[src/design/sort_then_wave_arrange_assert.svh]
// Assertion helpers for the sort-then-wave block.
`ifndef SORT_THEN_WAVE_ARRANGE_ASSERT_SVH
`define SORT_THEN_WAVE_ARRANGE_ASSERT_SVH

// Same-cycle implication.
`define STWA_ASSERT_NOW(label, clk, rst_n, ante, cons) \
    label: assert property (@(posedge clk) disable iff (!rst_n) (ante) |-> (cons)) \
        else $error("stwa check failed");

// Next-cycle implication.
`define STWA_ASSERT_NEXT(label, clk, rst_n, ante, cons) \
    label: assert property (@(posedge clk) disable iff (!rst_n) (ante) |=> (cons)) \
        else $error("stwa check failed");

`endif

[src/design/stwa_pkg.sv]
package stwa_pkg;

    localparam int MAX_ITEMS_DEF = 64;
    localparam int VALUE_W       = 32;

    typedef enum logic [2:0] {
        S_LOAD,
        S_CHECK,
        S_SETUP,
        S_MERGE,
        S_EMIT_RD,
        S_EMIT_LD,
        S_EMIT_OUT
    } t_state;

    typedef struct packed {
        logic load;
        logic setup;
        logic merge;
        logic emit_init;
        logic emit_rd;
        logic emit_ld;
        logic emit_out;
    } t_cmd;

    typedef struct packed {
        logic sorted;
        logic run_end;
        logic out_taken;
    } t_stat;

endpackage

[src/design/stwa_ctrl.sv]
module stwa_ctrl (
    input  logic           i_clk,
    input  logic           i_rst_n,
    input  logic           i_valid,
    input  logic           i_last,
    input  stwa_pkg::t_stat i_stat,
    output logic           o_ready,
    output stwa_pkg::t_cmd o_cmd
);

    import stwa_pkg::*;

    t_state r_state;
    t_state n_state;

    always_ff @(posedge i_clk) begin
        if (!i_rst_n) begin
            r_state <= S_LOAD;
        end else begin
            r_state <= n_state;
        end
    end

    always_comb begin
        n_state = r_state;
        unique case (r_state)
            S_LOAD: begin
                if (i_valid && i_last) begin
                    n_state = S_CHECK;
                end
            end
            S_CHECK: begin
                n_state = i_stat.sorted ? S_EMIT_RD : S_SETUP;
            end
            S_SETUP: begin
                n_state = S_MERGE;
            end
            S_MERGE: begin
                if (i_stat.run_end) begin
                    n_state = S_CHECK;
                end
            end
            S_EMIT_RD: begin
                n_state = S_EMIT_LD;
            end
            S_EMIT_LD: begin
                n_state = S_EMIT_OUT;
            end
            S_EMIT_OUT: begin
                if (i_stat.out_taken) begin
                    n_state = i_stat.run_end ? S_LOAD : S_EMIT_RD;
                end
            end
            default: begin
                n_state = S_LOAD;
            end
        endcase
    end

    always_comb begin
        o_cmd   = '0;
        o_ready = 1'b0;
        unique case (r_state)
            S_LOAD: begin
                o_ready    = 1'b1;
                o_cmd.load = i_valid;
            end
            S_CHECK: begin
                o_cmd.emit_init = i_stat.sorted;
            end
            S_SETUP: begin
                o_cmd.setup = 1'b1;
            end
            S_MERGE: begin
                o_cmd.merge = 1'b1;
            end
            S_EMIT_RD: begin
                o_cmd.emit_rd = 1'b1;
            end
            S_EMIT_LD: begin
                o_cmd.emit_ld = 1'b1;
            end
            S_EMIT_OUT: begin
                o_cmd.emit_out = 1'b1;
            end
            default: begin
                o_cmd = '0;
            end
        endcase
    end

endmodule

[config.mk]
export PLATFORM = sky130hd
export DESIGN_NAME = stwa_ctrl
export DESIGN_NICKNAME = d
export VERILOG_FILES = /design/src/design/sort_then_wave_arrange_assert.svh /design/src/design/stwa_pkg.sv /design/src/design/stwa_ctrl.sv
export SDC_FILE = /design/constraint.sdc
export NUM_CORES = 1
export LEC_CHECK = 0
export BUFFER_PORTS_ARGS = -buffer_cell sky130_fd_sc_hd__buf_2
export CORE_AREA = 10 10 47 49
export DETAILED_ROUTE_END_ITERATION = 10
export DIE_AREA = 0 0 57 59
export PLACE_DENSITY = 0.4
export SLEW_MARGIN = 0
export SYNTH_ARGS = -nofsm -noshare
export SYNTH_HDL_FRONTEND = slang
export SYNTH_SLANG_ARGS = --single-unit
[constraint.sdc]
create_clock -name i_clk -period 2.13 [get_ports i_clk]
set_input_delay 0.3195 -clock i_clk [delete_from_list [all_inputs] [get_ports i_clk]]
set_output_delay 0.3195 -clock i_clk [all_outputs]
set_load 0.02 [all_outputs]
## Word-level counts from Yosys, hierarchy flattened

Cells that the tools add are included.

- Equality and inequality tests: 9
- Multiplexer cells: 14
- Reduce and logical (&&, ||, !) cells: 3

Operators with widths:

| operator | number |
|---|---|
| 3-bit case mux with 7 select lines | 1 |
| 3-bit two-way mux | 5 |
| 3-bit equality test, second input constant | 3 |
| 1-bit two-way mux | 8 |
| 3-bit by 2-bit equality test with 1-bit output, second input constant | 2 |
| 2-bit != test, second input constant | 3 |
| 3-bit by 1-bit equality test with 1-bit output, second input constant | 1 |
| 3-bit logical NOT | 1 |
| 3-bit AND reduction | 1 |
| 1-bit logical AND | 1 |

- Flip-flop bits (word level): 3
- Output and inout port bits: 8
- Word-level logic and storage cells: 27

## Longest topological paths before layout

Gate-level depths: netlist of run 1.

- Word-level depth: 3
- Depth in mapped cells: 4
- Depth with buffers taken out: 3

## Worst setup path after synthesis of run 1

No wires, ideal clock.

- Kind: register -> output
- From: register r_state[1]
- To: output o_cmd[6] in the netlist's numbering
- Data arrival time: 1.364 ns
- Data required time: 1.811 ns
- Setup slack: 0.446 ns
- Stages on the path, launching flop included: 4
- Cell sequence: dfxtp_1 > buf_4 > nor3_1 > and2_1

RTL lines:

| element | line | text |
|---|---|---|
| from (decl) | stwa_ctrl.sv:13 | `t_state r_state;` |
| from (signal assigned) | stwa_ctrl.sv:20 | `r_state <= n_state;` |
| to (decl) | stwa_ctrl.sv:8 | `output stwa_pkg::t_cmd o_cmd` |

==> flow_metrics.py, run 1 <==
metrics = {
    "outcome": {
        "status": "finished clean",
    },
    "clock_network": {
        "cts_root_buf": "clkbuf_4",
        "cts_resized": 0,
        "post-cts-setup-buffer-count": 0,
        "hold_buffers": 0,
        "cts_tree": "built",
        "clockBufferDepth": 2,
        "clock_sinks": 3,
        "clk_latency_ps": 230,
        "h-tree-depth": 1,
        "path_clk_slew_ps": 40,
        "cts_buffers": 3,
    },
    "timing": {
        "maxSlewViolCount": 0,
        "finalCriticalPeriod_ps": 1630,
        "setup_violations": 0,
        "relSlewSlack_pct": 77.3,
        "finalSetupTns_ps": 0,
        "hold_violations": 0,
        "tightest_slew_ps": 341,
        "final.setup_skew_ps": 0.431,
        "achievable-frequency_mhz": 612,
        "fin_crit_sh_pct": 76.7,
        "setup_ws_ps": 496,
        "rsz0062_at_grt": "false",
    },
    "power_and_ir_drop": {
        "clock_power_share_pct": 20.7,
        "p_switching_mw": 0.226,
        "p_int_mw": 0.260,
        "p_comb_share_pct": 52.3,
        "swShare_pct": 46.6,
        "p_leak_nw": 0.177,
        "power_frac_seq_pct": 27.0,
        "power_density_nw_per_um2": 1410,
        "vdd_drop_max_mv": 0.431,
    },
    "finish": {
        "syn2layout_area_growth_pct": 35.3,
        "final_nets": 56,
        "largestRegisters": "r_state x3",
        "fin_util_pct": 24.6,
        "antenna_cells": 0,
        "largest_reg_flops": 3,
        "top_register": "r_state",
        "drive_gt1_share_pct": 41.7,
    },
    "floorplan": {
        "die_h_um": 59,
        "initial_core_util_pct": 18.2,
        "core_area_sq_um": 1400,
        "io_pins": 15,
        "dieWidth_um": 57,
        "row_count": 14,
        "die_area_sq_um": 3360,
    },
    "placement": {
        "gp_congestion": 0.701,
        "dp_slack_ps": 738,
        "io_buffers": 14,
    },
    "synthesis": {
        "ys_types": 22,
        "syn_avg_cell_area_sq_um": 7.73,
        "ys_seq_elements": 3,
        "ys.flop_type": "dfxtp_1",
        "ys_warn_count": 0,
        "synth_nets": 40,
        "synth_edf_count": 0,
        "async_reset_ff_share_pct": 0,
        "synth_area_sq_um": 255,
        "synthCells": 33,
        "ys_seq_area_share_pct": 23.5,
    },
    "worst_setup_path": {
        "cp.required_ps": 1810,
        "crit_chain": "and2b_1 > and2_2 > buf_2",
        "cpMaxStageDelayCell": "dfxtp_1",
        "crit_fanout": 11,
        "worstSetupPathType": "flip-flop to primary output",
        "start_kind": "flip-flop",
        "critPathMaxStageDelay_ps": 510,
        "worstPathArrival_ps": 1310,
        "cp-end-kind": "primary output",
    },
    "detailed_routing": {
        "wire_per_inst_um": 11.7,
        "dr.pass1.iters": 2,
        "drc": 0,
        "routed_via_density": 4.56,
        "ant_nets": 0,
        "routed-via-count": 292,
        "first_iter_violations": 5,
        "routed_wl_um": 747,
    },
    "global_route": {
        "antenna_found_initial": 0,
        "track_usage_pct": 4.96,
        "grt_pass1_wl_um": 1220,
        "grt_pass1_vias": 306,
        "overflow": 0,
        "grt_max_degree": 12,
    },
    "worst_hold_path": {
        "hp-class": "primary input to flip-flop",
    },
    "run": {
        "cap_violations": 0,
    },
}
==> layer usage <==
layer  routed length (um)  global-route usage [%]  part of all wire (%)
met3                   59                    3.22                   7.9
met4                   23                    7.05                   3.1
met1                  306                    4.01                    41
met2                  358                    6.98                    48
met5                    0                       0                     0
==> Yosys cell counts (2+ instances only) <==
cell      number  area (sq um)
nand2_1        2          7.51
nand2b_1       2          12.5
dfxtp_1        3          60.1
nor2_1         3          11.3
a21oi_1        2          10.0
buf_4          2          15.0
nand3b_1       2          15.0
inv_1          2          7.51
nor3_1         2          10.0
==> worst max-delay path: cells and delay by family, from the launching register on <==
kind / cells / cell delay (ps)
buffers and inverters: 1 / 150
flip-flops: 1 / 510
AND/OR/NAND/NOR: 2 / 420
==> cells by family after synthesis <==
group	after synthesis	share of synthesized area [%]
DFF	3	23.5
AOI/OAI and AO/OA	10	29.9
and+or+nand+nor	15	33.3
buffers and inverters	5	13.2
==> power by group through the flow <==
stage | clock [mW] | sequential (mW) | combinational (mW)
after floorplan | 0 | 0.0857 | 0.254
after global placement | 0 | 0.135 | 0.262
after detailed placement | 0 | 0.131 | 0.257
after CTS | 0.105 | 0.131 | 0.260
after global routing | 0.107 | 0.141 | 0.283
final | 0.101 | 0.131 | 0.254
==> through the flow <==
stage	power (mW)	hold slack [ps]	area, sq um	instances
floorplan	0.339	440	255	33
global placement	0.396	578	319	60
detailed placement	0.388	567	319	60
CTS	0.495	333	345	64
global route	0.531	374	345	64
finish	0.486	337	345	64
==> path summary, 6_finish.rpt <==
| kind | startpoint | endpoint | slack [ps] | depth (start not counted) |
|---|---|---|---|---|
| worst max-delay path | r_state[1] | o_cmd[1] | 500 | 3 |
| worst max register to register | r_state[1] | r_state[1] | 890 | 3 |
| worst min-delay path | i_rst_n | r_state[0] | 340 | 3 |
| worst min register to register | r_state[2] | r_state[0] | 670 | 1 |
==> cell usage in the layout, fill, tap and decap left out, drive strengths merged, types with 2 or more instances in the layout <==
cell type,n
nand2b,2
dfxtp,3
nor3,2
a21oi,3
inv,2
nor2,3
and2,2
clkbuf,4
buf,14
nand2,2
nand3b,2
==> layout make-up <==
class	count	area [sq um]
clock buffers	4	26.3
fillers	167	1060
repair buffers	14	70.1
inverters	2	7.51
flip-flops and latches	3	60.1
multi-input cells	25	161
well taps	16	20.0
(Power assumes the default switching activity.)
==> run 2, diff against run 1 <==
==> constraint.sdc (replaced) <==
create_clock -name i_clk -period 1.7 [get_ports i_clk]
set_input_delay 0.255 -clock i_clk [delete_from_list [all_inputs] [get_ports i_clk]]
set_output_delay 0.255 -clock i_clk [all_outputs]
set_load 0.02 [all_outputs]
==> run 2 against run 1 <==
Effect of this change:
- first-iteration DRC count fell by 20%
- cell count did not move
- setup slack got worse by 370 ps
- die area did not move
- via count fell by 1.7%
- wire length fell by 2.3%
- utilization did not move
- largest power group unchanged
- clock-buffer cell count did not move
- global-route usage fell by 0.17 points
- combinational power rose by 25%
==> flow_metrics.py, run 2 (synthesized netlist as in run 1, its figures left out) <==
metrics = {
    "outcome": {
        "status": "finished clean",
    },
    "worst_hold_path": {
        "whs_path_depth": 3,
        "hp-class": "primary input to flip-flop",
    },
    "placement": {
        "dp_slack_ps": 372,
        "dpl.hpwl_um": 565,
        "io_buffers": 14,
        "dp.cells": 60,
        "place_area_sq_um": 319,
        "gp_congestion": 0.702,
    },
    "worst_setup_path": {
        "crit_chain": "and2b_1 > and2_2 > buf_2",
        "crit_fanout": 11,
        "cp-end-kind": "primary output",
        "reg2regPathDepth": 3,
        "cpMaxStageDelayCell": "dfxtp_1",
        "cp.required_ps": 1440,
        "worstSetupPathType": "flip-flop to primary output",
        "worstPathArrival_ps": 1320,
        "start_kind": "flip-flop",
        "critPathMaxStageDelay_ps": 510,
    },
    "clock_network": {
        "cts_buffers": 3,
        "clockBufferDepth": 2,
        "path_clk_slew_ps": 40,
        "hold_buffers": 0,
        "cts_root_buf": "clkbuf_4",
        "clock_sinks": 3,
        "h-tree-depth": 1,
        "post-cts-setup-buffer-count": 0,
        "clk_latency_ps": 230,
        "cts_tree": "built",
        "cts_resized": 0,
    },
    "detailed_routing": {
        "wire_per_inst_um": 11.4,
        "dr.pass1.iters": 4,
        "routed_via_density": 4.48,
        "first_iter_violations": 4,
        "routed_wl_um": 730,
        "drc": 0,
        "routed-via-count": 287,
        "ant_nets": 0,
    },
    "run": {
        "cap_violations": 0,
    },
    "floorplan": {
        "die_area_sq_um": 3360,
        "io_pins": 15,
        "core_area_sq_um": 1400,
        "die_h_um": 59,
        "initial_core_util_pct": 18.2,
        "dieWidth_um": 57,
        "row_count": 14,
    },
    "finish": {
        "final_nets": 56,
        "largestRegisters": "r_state x3",
        "antenna_cells": 0,
        "final_cell_area_sq_um": 345,
        "mostFrequentLayoutCell": "buf_2",
        "mostFrequentLayoutCells": "14 x buf_2, 3 x nor2_1, 3 x clkbuf_4, 3 x dfxtp_1",
        "syn2layout_area_growth_pct": 35.3,
        "largest_reg_flops": 3,
        "drive_gt1_share_pct": 41.7,
        "nFillCells": 164,
        "top_register": "r_state",
        "final-instance-count-excl-fill": 64,
    },
    "global_route": {
        "overflow": 0,
        "track_usage_pct": 4.78,
        "antenna_found_initial": 0,
        "grt_pass1_vias": 284,
        "grt_pass1_wl_um": 1170,
        "grt_max_degree": 12,
    },
    "timing": {
        "fin_crit_sh_pct": 92.6,
        "final.setup_skew_ps": 0.324,
        "finalSetupTns_ps": 0,
        "achievable-frequency_mhz": 635,
        "relSlewSlack_pct": 77.1,
        "rsz0062_at_grt": "false",
        "setup_ws_ps": 126,
        "maxSlewViolCount": 0,
        "hold_violations": 0,
        "tightest_slew_ps": 343,
        "setup_violations": 0,
        "finalCriticalPeriod_ps": 1570,
    },
    "power_and_ir_drop": {
        "power_density_nw_per_um2": 1760,
        "vdd_drop_max_mv": 0.527,
        "p_leak_nw": 0.177,
        "finalPower_mw": 0.607,
    },
}
-- run 2: cell counts in the layout (fill, tap and decap cells not counted) --
No cell type changed its count.
-- run 2: area by class of cell --
cell class / instances / area [sq um] / share of cell area [%]
Multi-Input combinational cell: 25 / 161 / 46.7
Tap cell: 16 / 20.0 / 5.80
Inverter: 2 / 7.51 / 2.17
Sequential cell: 3 / 60.1 / 17.4
Clock buffer: 4 / 26.3 / 7.61
Timing Repair Buffer: 14 / 70.1 / 20.3
-- run 2: worst paths after layout --
path / slack, ps / to / startpoint
worst min-delay path: 260 / r_state[0] / i_rst_n
worst max register to register: 460 / r_state[1] / r_state[1]
worst max-delay path: 130 / o_cmd[1] / r_state[1]
worst min register to register: 650 / r_state[0] / r_state[2]
-- run 2: layer usage --
metal,vias up,share of wire (%),GRT usage [%]
met5,-,0,0
met4,0,2.9,7.05
met3,2,7.1,2.79
met2,13,46,6.36
met1,129,44,4.25
li1,143,-,-
-- run 2: critical path: cells and delay by family (launching register included) --
family        cells  cell delay [ps]
buf+inv           1              150
flops             1              510
simple gates      2              420
-- run 2: metrics by stage --
step | util (%) | hold WS (ps)
final | 24.6 | 260
after global routing | 24.6 | 297
after CTS | 24.6 | 253
after detailed placement | 22.8 | 502
after global placement | 22.8 | 513
after floorplan | - | 376
-- run 2: where the power goes --
group | total, mW | switching [mW] | internal (mW) | leakage, nW
logic | 0.317 | 0.178 | 0.139 | 0.137
registers | 0.164 | 0.0655 | 0.0983 | 0.0248
clock network | 0.127 | 0.0388 | 0.0881 | 0.0150
total | 0.607 | 0.282 | 0.325 | 0.177
